**src/sv/btpc_pkg.sv**
```systemverilog
// btpc_pkg: shared types, micro-op codes and helpers for the barometer
// compensation block. No dependencies.
package btpc_pkg;

  localparam int unsigned CfgIdxW = 3;
  localparam int unsigned StepW   = 5;

  // register indexes of the configuration port
  typedef enum logic [CfgIdxW-1:0] {
    REG_AC1_AC2 = 3'd0,
    REG_AC3_AC4 = 3'd1,
    REG_AC5_AC6 = 3'd2,
    REG_B1_B2   = 3'd3,
    REG_MC_MD   = 3'd4,
    REG_OSS     = 3'd5
  } reg_idx_e;

  typedef enum logic [4:0] {
    OP_NOP, OP_DIV, OP_END,
    OP_M_UT, OP_TX1, OP_TSETUP, OP_TFIN,
    OP_B6, OP_M_B6B6, OP_SQ, OP_M_B2SQ, OP_X1, OP_M_AC2B6, OP_B3,
    OP_M_AC3B6, OP_X1B, OP_M_B1SQ, OP_X3, OP_M_B4, OP_B4, OP_M_B7,
    OP_PSETUP, OP_PQ, OP_M_PP, OP_M_3038, OP_X1C, OP_M_7357, OP_PFIN
  } op_e;

  typedef enum logic [1:0] {S_IDLE, S_RUN, S_DIV, S_OUT} state_e;

  typedef struct packed {
    logic load;
    logic div_step;
    op_e  op;
  } dp_cmd_t;

  typedef struct packed {
    logic func;
    logic fault;
  } dp_stat_t;

  // arithmetic right shift of a 32-bit word
  function automatic logic [31:0] asr32(logic [31:0] v, logic [4:0] sh);
    asr32 = 32'($signed(v) >>> sh);
  endfunction

  // micro-program: temperature (func 0) and pressure (func 1) sequences
  function automatic op_e prog(logic func, logic [StepW-1:0] step);
    op_e r;
    r = OP_END;
    if (!func) begin
      case (step)
        5'd0: r = OP_M_UT;
        5'd1: r = OP_TX1;
        5'd2: r = OP_TSETUP;
        5'd3: r = OP_DIV;
        5'd4: r = OP_TFIN;
        default: r = OP_END;
      endcase
    end else begin
      case (step)
        5'd0:  r = OP_B6;
        5'd1:  r = OP_M_B6B6;
        5'd2:  r = OP_SQ;
        5'd3:  r = OP_M_B2SQ;
        5'd4:  r = OP_X1;
        5'd5:  r = OP_M_AC2B6;
        5'd6:  r = OP_B3;
        5'd7:  r = OP_M_AC3B6;
        5'd8:  r = OP_X1B;
        5'd9:  r = OP_M_B1SQ;
        5'd10: r = OP_X3;
        5'd11: r = OP_M_B4;
        5'd12: r = OP_B4;
        5'd13: r = OP_M_B7;
        5'd14: r = OP_PSETUP;
        5'd15: r = OP_DIV;
        5'd16: r = OP_PQ;
        5'd17: r = OP_M_PP;
        5'd18: r = OP_M_3038;
        5'd19: r = OP_X1C;
        5'd20: r = OP_M_7357;
        5'd21: r = OP_PFIN;
        default: r = OP_END;
      endcase
    end
    return r;
  endfunction

endpackage

```
**src/sv/btpc_if.sv**
```systemverilog
// btpc_in_if / btpc_out_if: valid/ready channels of the compensation block
// no dependencies
interface btpc_in_if;
  logic        valid;
  logic        ready;
  logic        func;
  logic [18:0] raw_reading;
  modport source (output valid, func, raw_reading, input ready);
  modport sink   (input valid, func, raw_reading, output ready);
endinterface

interface btpc_out_if;
  logic               valid;
  logic               ready;
  logic               kind;
  logic signed [31:0] compensated;
  logic               div_fault;
  modport source (output valid, kind, compensated, div_fault, input ready);
  modport sink   (input valid, kind, compensated, div_fault, output ready);
endinterface

```
**src/sv/btpc_ctrl.sv**
```systemverilog
// btpc_ctrl: sequencer stepping the micro-program and the divider
// depends on btpc_pkg
module btpc_ctrl import btpc_pkg::*; (
  input  logic     clk_i,
  input  logic     rst_ni,
  input  logic     in_valid_i,
  output logic     in_ready_o,
  output logic     out_valid_o,
  input  logic     out_ready_i,
  input  dp_stat_t stat_i,
  output dp_cmd_t  cmd_o
);

  state_e           state_q, state_d;
  logic [StepW-1:0] step_q, step_d;
  logic [4:0]       cnt_q, cnt_d;
  op_e              cur_op;

  assign cur_op = prog(stat_i.func, step_q);

  // state registers
  always_ff @(posedge clk_i or negedge rst_ni) begin
    if (!rst_ni) begin
      state_q <= S_IDLE;
      step_q  <= '0;
      cnt_q   <= '0;
    end else begin
      state_q <= state_d;
      step_q  <= step_d;
      cnt_q   <= cnt_d;
    end
  end

  // next state
  always_comb begin
    state_d = state_q;
    step_d  = step_q;
    cnt_d   = cnt_q;
    case (state_q)
      S_IDLE: begin
        if (in_valid_i) begin
          state_d = S_RUN;
          step_d  = '0;
        end
      end
      S_RUN: begin
        if (cur_op == OP_END) begin
          state_d = S_OUT;
        end else if (cur_op == OP_DIV) begin
          step_d  = step_q + 1'b1;
          cnt_d   = '0;
          state_d = stat_i.fault ? S_OUT : S_DIV;
        end else begin
          step_d = step_q + 1'b1;
        end
      end
      S_DIV: begin
        cnt_d = cnt_q + 1'b1;
        if (cnt_q == 5'd31) state_d = S_RUN;
      end
      S_OUT: begin
        if (out_ready_i) state_d = S_IDLE;
      end
      default: state_d = S_IDLE;
    endcase
  end

  // outputs
  always_comb begin
    in_ready_o   = 1'b0;
    out_valid_o  = 1'b0;
    cmd_o.load   = 1'b0;
    cmd_o.div_step = 1'b0;
    cmd_o.op     = OP_NOP;
    case (state_q)
      S_IDLE: begin
        in_ready_o = 1'b1;
        cmd_o.load = in_valid_i;
      end
      S_RUN: begin
        if (cur_op != OP_END && cur_op != OP_DIV) cmd_o.op = cur_op;
      end
      S_DIV:  cmd_o.div_step = 1'b1;
      S_OUT:  out_valid_o = 1'b1;
      default: ;
    endcase
  end

endmodule

```
**src/sv/btpc_dp.sv**
```systemverilog
// btpc_dp: configuration registers, multiplier, restoring divider and
// working registers of the compensation; depends on btpc_pkg
module btpc_dp import btpc_pkg::*; (
  input  logic               clk_i,
  input  logic               rst_ni,
  input  logic               cfg_we_i,
  input  logic [CfgIdxW-1:0] cfg_idx_i,
  input  logic [31:0]        cfg_data_i,
  input  logic               in_func_i,
  input  logic [18:0]        in_raw_i,
  input  dp_cmd_t            cmd_i,
  output dp_stat_t           stat_o,
  output logic               kind_o,
  output logic [31:0]        res_o,
  output logic               fault_o
);

  logic [31:0] ac12_q, ac34_q, ac56_q, b12_q, mcmd_q;
  logic [1:0]  oss_q;
  logic [31:0] tt_q, tt_d;
  logic        func_q;
  logic [18:0] raw_q;
  logic [31:0] prod_q, prod_d, b6_q, b6_d, sq_q, sq_d, acc_q, acc_d;
  logic [31:0] b3_q, b3_d, b4_q, b4_d, p_q, p_d, res_q, res_d;
  logic [31:0] quo_q, quo_d, rem_q, rem_d, dvs_q, dvs_d;
  logic        fault_q, fault_d, neg_q, neg_d, shl_q, shl_d;

  // calibration words: AC4, AC5 and AC6 zero-extended, the others sign-extended
  logic [31:0] ac1, ac2, ac3, ac4, ac5, ac6, b1, b2, mc, md;
  assign ac1 = 32'($signed(ac12_q[31:16]));
  assign ac2 = 32'($signed(ac12_q[15:0]));
  assign ac3 = 32'($signed(ac34_q[31:16]));
  assign ac4 = {16'd0, ac34_q[15:0]};
  assign ac5 = {16'd0, ac56_q[31:16]};
  assign ac6 = {16'd0, ac56_q[15:0]};
  assign b1  = 32'($signed(b12_q[31:16]));
  assign b2  = 32'($signed(b12_q[15:0]));
  assign mc  = 32'($signed(mcmd_q[31:16]));
  assign md  = 32'($signed(mcmd_q[15:0]));

  // configuration and control registers
  always_ff @(posedge clk_i or negedge rst_ni) begin
    if (!rst_ni) begin
      ac12_q <= '0; ac34_q <= '0; ac56_q <= '0; b12_q <= '0; mcmd_q <= '0;
      oss_q  <= '0;
      tt_q   <= '0;
      fault_q <= 1'b0;
      func_q <= 1'b0;
    end else begin
      if (cfg_we_i) begin
        case (cfg_idx_i)
          REG_AC1_AC2: ac12_q <= cfg_data_i;
          REG_AC3_AC4: ac34_q <= cfg_data_i;
          REG_AC5_AC6: ac56_q <= cfg_data_i;
          REG_B1_B2:   b12_q  <= cfg_data_i;
          REG_MC_MD:   mcmd_q <= cfg_data_i;
          REG_OSS:     oss_q  <= cfg_data_i[1:0];
          default: ;
        endcase
      end
      tt_q    <= tt_d;
      fault_q <= fault_d;
      if (cmd_i.load) func_q <= in_func_i;
    end
  end

  // working registers
  always_ff @(posedge clk_i) begin
    if (cmd_i.load) raw_q <= in_raw_i;
    prod_q <= prod_d; b6_q <= b6_d; sq_q <= sq_d; acc_q <= acc_d;
    b3_q <= b3_d; b4_q <= b4_d; p_q <= p_d; res_q <= res_d;
    quo_q <= quo_d; rem_q <= rem_d; dvs_q <= dvs_d;
    neg_q <= neg_d; shl_q <= shl_d;
  end

  // operation decode
  logic [31:0] mul_a, mul_b, t0, t1, num, den, quo_s, p8;
  logic [32:0] rem_sh, trial;
  always_comb begin
    prod_d = prod_q; b6_d = b6_q; sq_d = sq_q; acc_d = acc_q;
    b3_d = b3_q; b4_d = b4_q; p_d = p_q; res_d = res_q;
    quo_d = quo_q; rem_d = rem_q; dvs_d = dvs_q;
    neg_d = neg_q; shl_d = shl_q; tt_d = tt_q; fault_d = fault_q;
    mul_a = '0; mul_b = '0; t0 = '0; t1 = '0;
    num = 32'(mc << 11);
    den = acc_q + md;
    p8  = asr32(p_q, 5'd8);
    quo_s = neg_q ? 32'(-quo_q) : quo_q;
    rem_sh = {rem_q, quo_q[31]};
    trial  = rem_sh - {1'b0, dvs_q};

    // one multiplier operand pair per operation
    case (cmd_i.op)
      OP_M_UT:    begin mul_a = {13'd0, raw_q} & 32'h0000FFFF; mul_a = mul_a - ac6;
                        mul_b = ac5; end
      OP_M_B6B6:  begin mul_a = b6_q; mul_b = b6_q; end
      OP_M_B2SQ:  begin mul_a = b2;   mul_b = sq_q; end
      OP_M_AC2B6: begin mul_a = ac2;  mul_b = b6_q; end
      OP_M_AC3B6: begin mul_a = ac3;  mul_b = b6_q; end
      OP_M_B1SQ:  begin mul_a = b1;   mul_b = sq_q; end
      OP_M_B4:    begin mul_a = ac4;  mul_b = acc_q + 32'd32768; end
      OP_M_B7:    begin mul_a = {13'd0, raw_q} - b3_q;
                        mul_b = 32'd50000 >> oss_q; end
      OP_M_PP:    begin mul_a = p8;   mul_b = p8; end
      OP_M_3038:  begin mul_a = prod_q; mul_b = 32'd3038; end
      OP_M_7357:  begin mul_a = 32'(-32'sd7357); mul_b = p_q; end
      default: ;
    endcase

    case (cmd_i.op)
      OP_M_UT, OP_M_B6B6, OP_M_B2SQ, OP_M_AC2B6, OP_M_AC3B6, OP_M_B1SQ,
      OP_M_B4, OP_M_B7, OP_M_PP, OP_M_3038, OP_M_7357:
        prod_d = 32'(mul_a * mul_b);
      // temperature
      OP_TX1: acc_d = asr32(prod_q, 5'd15);
      OP_TSETUP: begin
        if (den == '0) begin
          fault_d = 1'b1;
        end else begin
          neg_d = num[31] ^ den[31];
          quo_d = num[31] ? 32'(-num) : num;
          dvs_d = den[31] ? 32'(-den) : den;
          rem_d = '0;
        end
      end
      OP_TFIN: begin
        t0    = acc_q + quo_s;
        tt_d  = t0;
        res_d = asr32(t0 + 32'd8, 5'd4);
      end
      // pressure
      OP_B6: b6_d = tt_q - 32'd4000;
      OP_SQ: sq_d = asr32(prod_q, 5'd12);
      OP_X1: acc_d = asr32(prod_q, 5'd11);
      OP_B3: begin
        t0   = acc_q + asr32(prod_q, 5'd11);
        t1   = 32'(((ac1 << 2) + t0) << oss_q);
        b3_d = asr32(t1 + 32'd2, 5'd2);
      end
      OP_X1B: acc_d = asr32(prod_q, 5'd13);
      OP_X3:  acc_d = asr32(acc_q + asr32(prod_q, 5'd16) + 32'd2, 5'd2);
      OP_B4:  b4_d = prod_q >> 15;
      OP_PSETUP: begin
        if (b4_q == '0) begin
          fault_d = 1'b1;
        end else begin
          neg_d = 1'b0;
          shl_d = prod_q[31];
          quo_d = prod_q[31] ? prod_q : {prod_q[30:0], 1'b0};
          dvs_d = b4_q;
          rem_d = '0;
        end
      end
      OP_PQ:  p_d = shl_q ? {quo_q[30:0], 1'b0} : quo_q;
      OP_X1C: acc_d = asr32(prod_q, 5'd16);
      OP_PFIN: res_d = p_q + asr32(acc_q + asr32(prod_q, 5'd16) + 32'd3791, 5'd4);
      default: ;
    endcase

    // one restoring divide step
    if (cmd_i.div_step) begin
      if (!trial[32]) begin
        rem_d = trial[31:0];
        quo_d = {quo_q[30:0], 1'b1};
      end else begin
        rem_d = rem_sh[31:0];
        quo_d = {quo_q[30:0], 1'b0};
      end
    end

    if (cmd_i.load) begin
      fault_d = 1'b0;
      res_d   = '0;
    end
  end

  assign stat_o.func  = func_q;
  assign stat_o.fault = fault_q;
  assign kind_o  = func_q;
  assign res_o   = res_q;
  assign fault_o = fault_q;

endmodule

```
**src/sv/baro_temp_pressure_compensation.sv**
```systemverilog
// baro_temp_pressure_compensation: top level, sequencer plus datapath
// depends on btpc_pkg, btpc_if, btpc_ctrl, btpc_dp
//
//  channel  | dir | payload
//  in_if    | in  | func, raw_reading
//  out_if   | out | kind, compensated, div_fault
//  cfg_*    | in  | write enable, index, 32-bit data
//
// time from one accept to the next, for either kind of item, is
// set by the restoring divider plus one step per shared 32x32 product
// one item at a time: in_if.ready is high only while idle
// result held on out_if until taken, so each stall delays the next accept
// a zero divisor sets div_fault and ends the item early, skipping the divider
// asynchronous active-low reset clears calibration, oversampling and B5
module baro_temp_pressure_compensation import btpc_pkg::*; (
  input  logic               clk_i,
  input  logic               rst_ni,
  btpc_in_if.sink            in_if,
  btpc_out_if.source         out_if,
  input  logic               cfg_we_i,
  input  logic [CfgIdxW-1:0] cfg_idx_i,
  input  logic [31:0]        cfg_data_i
);

  dp_cmd_t     cmd;
  dp_stat_t    stat;
  logic [31:0] res;

  btpc_ctrl u_ctrl (
    .clk_i       (clk_i),
    .rst_ni      (rst_ni),
    .in_valid_i  (in_if.valid),
    .in_ready_o  (in_if.ready),
    .out_valid_o (out_if.valid),
    .out_ready_i (out_if.ready),
    .stat_i      (stat),
    .cmd_o       (cmd)
  );

  btpc_dp u_dp (
    .clk_i      (clk_i),
    .rst_ni     (rst_ni),
    .cfg_we_i   (cfg_we_i),
    .cfg_idx_i  (cfg_idx_i),
    .cfg_data_i (cfg_data_i),
    .in_func_i  (in_if.func),
    .in_raw_i   (in_if.raw_reading),
    .cmd_i      (cmd),
    .stat_o     (stat),
    .kind_o     (out_if.kind),
    .res_o      (res),
    .fault_o    (out_if.div_fault)
  );

  assign out_if.compensated = $signed(res);

endmodule
```
**src/flat_wrapper.sv**
```systemverilog
// flat-port wrapper written by rule: the top's interface ports become plain ports
module baro_temp_pressure_compensation_flat import btpc_pkg::*;
  (clk_i, rst_ni, cfg_we_i, cfg_idx_i, cfg_data_i, in_if_valid, in_if_func, in_if_raw_reading, in_if_ready, out_if_valid, out_if_kind, out_if_compensated, out_if_div_fault, out_if_ready);
  btpc_in_if in_if_i ();
  btpc_out_if out_if_i ();
  input  logic clk_i;
  input  logic rst_ni;
  input  logic cfg_we_i;
  input  logic [CfgIdxW-1:0] cfg_idx_i;
  input  logic [31:0] cfg_data_i;
  input wire logic [$bits(in_if_i.valid)-1:0] in_if_valid;
  input wire logic [$bits(in_if_i.func)-1:0] in_if_func;
  input wire logic [$bits(in_if_i.raw_reading)-1:0] in_if_raw_reading;
  output wire logic [$bits(in_if_i.ready)-1:0] in_if_ready;
  output wire logic [$bits(out_if_i.valid)-1:0] out_if_valid;
  output wire logic [$bits(out_if_i.kind)-1:0] out_if_kind;
  output wire logic [$bits(out_if_i.compensated)-1:0] out_if_compensated;
  output wire logic [$bits(out_if_i.div_fault)-1:0] out_if_div_fault;
  input wire logic [$bits(out_if_i.ready)-1:0] out_if_ready;
  assign in_if_i.valid = in_if_valid;
  assign in_if_i.func = in_if_func;
  assign in_if_i.raw_reading = in_if_raw_reading;
  assign in_if_ready = in_if_i.ready;
  assign out_if_valid = out_if_i.valid;
  assign out_if_kind = out_if_i.kind;
  assign out_if_compensated = out_if_i.compensated;
  assign out_if_div_fault = out_if_i.div_fault;
  assign out_if_i.ready = out_if_ready;
  baro_temp_pressure_compensation u_core (.clk_i(clk_i), .rst_ni(rst_ni), .in_if(in_if_i), .out_if(out_if_i), .cfg_we_i(cfg_we_i), .cfg_idx_i(cfg_idx_i), .cfg_data_i(cfg_data_i));
endmodule
```
**config.mk**
```make
export PLATFORM = sky130hd
export DESIGN_NAME = baro_temp_pressure_compensation_flat
export DESIGN_NICKNAME = d
export VERILOG_FILES = /design/src/sv/btpc_pkg.sv /design/src/sv/btpc_if.sv /design/src/sv/btpc_ctrl.sv /design/src/sv/btpc_dp.sv /design/src/sv/baro_temp_pressure_compensation.sv /design/src/flat_wrapper.sv
export SDC_FILE = /design/constraint.sdc
export NUM_CORES = 2
export LEC_CHECK = 0
export BUFFER_PORTS_ARGS = -buffer_cell sky130_fd_sc_hd__buf_4
export CAP_MARGIN = 10
export CORE_MARGIN = 2
export CORE_UTILIZATION = 30
export DETAILED_ROUTE_END_ITERATION = 8
export GPL_ROUTABILITY_DRIVEN = 1
export GPL_TIMING_DRIVEN = 0
export PLACE_DENSITY = 0.53
export SETUP_SLACK_MARGIN = 0.4
export SLEW_MARGIN = 20
export SYNTH_ARGS = -nofsm -noshare
export SYNTH_HDL_FRONTEND = slang
export SYNTH_SLANG_ARGS = --single-unit
```
**constraint.sdc**
```tcl
create_clock -name clk_i -period 13.5 [get_ports clk_i]
set_clock_uncertainty 0.05 [all_clocks]
set_input_delay 2.025 -clock clk_i [delete_from_list [all_inputs] [get_ports clk_i]]
set_output_delay 2.025 -clock clk_i [all_outputs]
set_load 0.02 [all_outputs]
```
==> flow_metrics.env <==
export IMPL_synth_edf_count=310
export IMPL_antenna_found_initial=19
export IMPL_synth_area_leaders="edfxtp_1 17%, fa_1 16%, dfrtp_1 9.4%"
export IMPL_cts_max_level=3
export IMPL_nFillCells=18900
export IMPL_maxCapViolations=0
export IMPL_setup_viol=0
export IMPL_synthSimpleGateAreaFrac=0.156
export IMPL_hpwl_um=186000
export IMPL_ys_top_cells_by_count="691 x inv_1, 644 x nand2_1, 576 x nor2_1"
export IMPL_grt_pass1_wl_um=329000
export IMPL_synthArstFlopShare=0.378
export IMPL_synthMuxAreaShare=0.0510
export IMPL_gp_congestion=0.975
export IMPL_pin_count=96
export IMPL_cts_buffer_depth=3
export IMPL_hold_path_class="register to register"
export IMPL_drive_gt1_frac=0.102
export IMPL_synth_seq_area_share=0.273
export IMPL_clock_sinks=550
export IMPL_max_freq_ghz=0.0781
export IMPL_worstPathArrival_ns=13.19
export IMPL_rows=157
export IMPL_yosysMostFrequentCell="inv_1"
export IMPL_synthToLayoutAreaGrowth_pct=13.5
export IMPL_path_buf_inv=8
export IMPL_worstSkewPairLatency_ns=0.70
export IMPL_slew_headroom=0.171
export IMPL_portBuffers=94
export IMPL_viasPerCell=5.46
export IMPL_grt_max_degree=76
export IMPL_wl_um=230000
export IMPL_outcome="completed"
export IMPL_synth_fa_ha_area_frac=0.244
export IMPL_drt_initial_drc_count=5782
export IMPL_synth_seq_cells=550
export IMPL_syn_area_mm2=0.0554
export IMPL_first_pass_iters=7
export IMPL_syn_area_per_cell_um2=9.20
export IMPL_yosys_cell_types_count=102
export IMPL_dieArea_mm2=0.188
export IMPL_cp_end_kind="register"
export IMPL_cts_root_buf="clkbuf_16"
export IMPL_cp_common_cell="xnor2_1"
export IMPL_cts_tree="done"
export IMPL_synth_compound_area_frac=0.137
export IMPL_die_w_um=434
export IMPL_grtUsageTotal=0.242
export IMPL_finalCritPeriodShare=0.948
export IMPL_critPathMaxStageDelay_ns=0.58
export IMPL_grt_overflow=0
export IMPL_crit_path_start_kind="register"
export IMPL_syn_inst=6022
export IMPL_synth_top_area_cell="edfxtp_1"
export IMPL_synthDominantCellAreaShare=0.168
export IMPL_final_antenna_net_count=0
export IMPL_rsz0062_at_grt="true"
export IMPL_required_ns=13.89
export IMPL_ys_flop_type="edfxtp_1"
export IMPL_core_mm2=0.183
export IMPL_hold_viol_final=0
export IMPL_dr_total_vias=47900
export IMPL_synth_xor_area_share=0.0753
export IMPL_drv_slew=0
export IMPL_synth_top_family_by_area="adder cells"
export IMPL_clk_pin_slew_worst_paths_ns=0.06
export IMPL_post_route_drc_count=0
export IMPL_path_class="register to register"
export IMPL_hold_slack_ns=0.413
export IMPL_cts_made_buffers=70
export IMPL_die_height_um=434
export IMPL_cp_top_family="adder cells"
export IMPL_slowest_stage="nor4_2"
export IMPL_synth_nets=6896
export IMPL_tightest_slew_ns=1.24
export IMPL_first_global_vias=46100
export IMPL_timing_final_crit_period_ns=12.80
export IMPL_hold_buffers=0
export IMPL_wl_per_cell_um=26.2
export IMPL_nets=7116
export IMPL_ys_warn_count=0
export IMPL_start_util=0.302
export IMPL_crit_fanout=10
==> cell families after synthesis <==
group	Yosys count
mux	257
simple gates	1874
compound gates	1133
flops	550
fa+ha+maj	814
other cells	1
xor+xnor	470
buf+inv	923
==> cell usage in the layout, fill, tap and decap left out, types with 47 or more instances in the layout <==
cell and n:
o21ai_0 225, nor2_1 570, xor2_1 143, edfxtp_1 310, nor3_1 81, a22oi_1 47
a21oi_1 285, fa_1 444, dfrtp_1 206, xnor2_1 321, clkbuf_1 149, mux2_2 179
nand2_1 644, and2_1 48, inv_1 691, mux2i_1 75, buf_4 118, nand3_1 120
a21o_1 61, clkbuf_16 71, and3_1 55, ha_1 370, nand2b_1 82
==> area by class of cell <==
| class | instances | area [um^2] | area share |
|---|---|---|---|
| clock inverter | 38 | 478 | 0.00760 |
| multi-input combinational | 4549 | 37100 | 0.590 |
| sequential | 550 | 15200 | 0.241 |
| inverter | 693 | 2600 | 0.0414 |
| tap | 2464 | 3080 | 0.0490 |
| clock buffer | 92 | 1980 | 0.0314 |
| buffer | 230 | 1010 | 0.0161 |
| antenna | 9 | 22.5 | 0.000358 |
| timing repair buffer | 148 | 1430 | 0.0228 |
==> metal layers <==
metal  GRT usage  up-vias  part of all wire
met4       0.126        6             0.060
met3      0.0530      505             0.098
met2       0.357     2341              0.42
met1       0.331    23900              0.42
met5           0        -           0.00018
li1            -    21100                 -
==> final timing paths <==
kind | end | slack, ns | startpoint | cells past startpoint
worst max-delay path | u_core.u_dp.prod_q[31]$_DFFE_PP_ | 0.70 | u_core.u_ctrl.step_q[1]$_DFFE_PN0P_ | 41
worst min-delay path | u_core.u_dp.b6_q[2]$_DFFE_PN_ | 0.41 | u_core.u_dp.tt_q[2]$_DFFE_PN0N_ | 0
worst max register to register | u_core.u_dp.prod_q[31]$_DFFE_PP_ | 0.70 | u_core.u_ctrl.step_q[1]$_DFFE_PN0P_ | 41
worst min register to register | u_core.u_dp.b6_q[2]$_DFFE_PN_ | 0.41 | u_core.u_dp.tt_q[2]$_DFFE_PN0N_ | 0
max in group asynchronous | u_core.u_ctrl.step_q[1]$_DFFE_PN0P_ | 10.84 | rst_ni | 4
min in group asynchronous | u_core.u_dp.tt_q[17]$_DFFE_PN0N_ | 1.13 | rst_ni | 1
==> per-stage QoR <==
| step | instances | instance area (um^2) | setup TNS, ns | utilization | setup WS, ns |
|---|---|---|---|---|---|
| 6_report | 8773 | 62900 | 0 | 0.343 | 0.703 |
| 5_1_grt | 8766 | 62900 | 0 | 0.343 | 0.325 |
| 4_1_cts | 8759 | 62600 | 0 | 0.342 | 0.368 |
| 3_5_place_dp | 8623 | 60000 | -5.22 | 0.328 | -1.22 |
| 3_3_place_gp | 8580 | 59200 | -77.79 | 0.323 | -2.61 |
| 2_1_floorplan | 6022 | 55400 | 0 | - | 2.24 |
==> repair_timing <==
item | CTS | global route
resized for setup | 44 | 80
endpoints found under the setup margin | 11 | 6
setup buffers | 6 | 5
pin swaps | 2 | 5
Power is not shown: default switching activity piles up to over one toggle a cycle in this logic, so the estimate is an artifact.
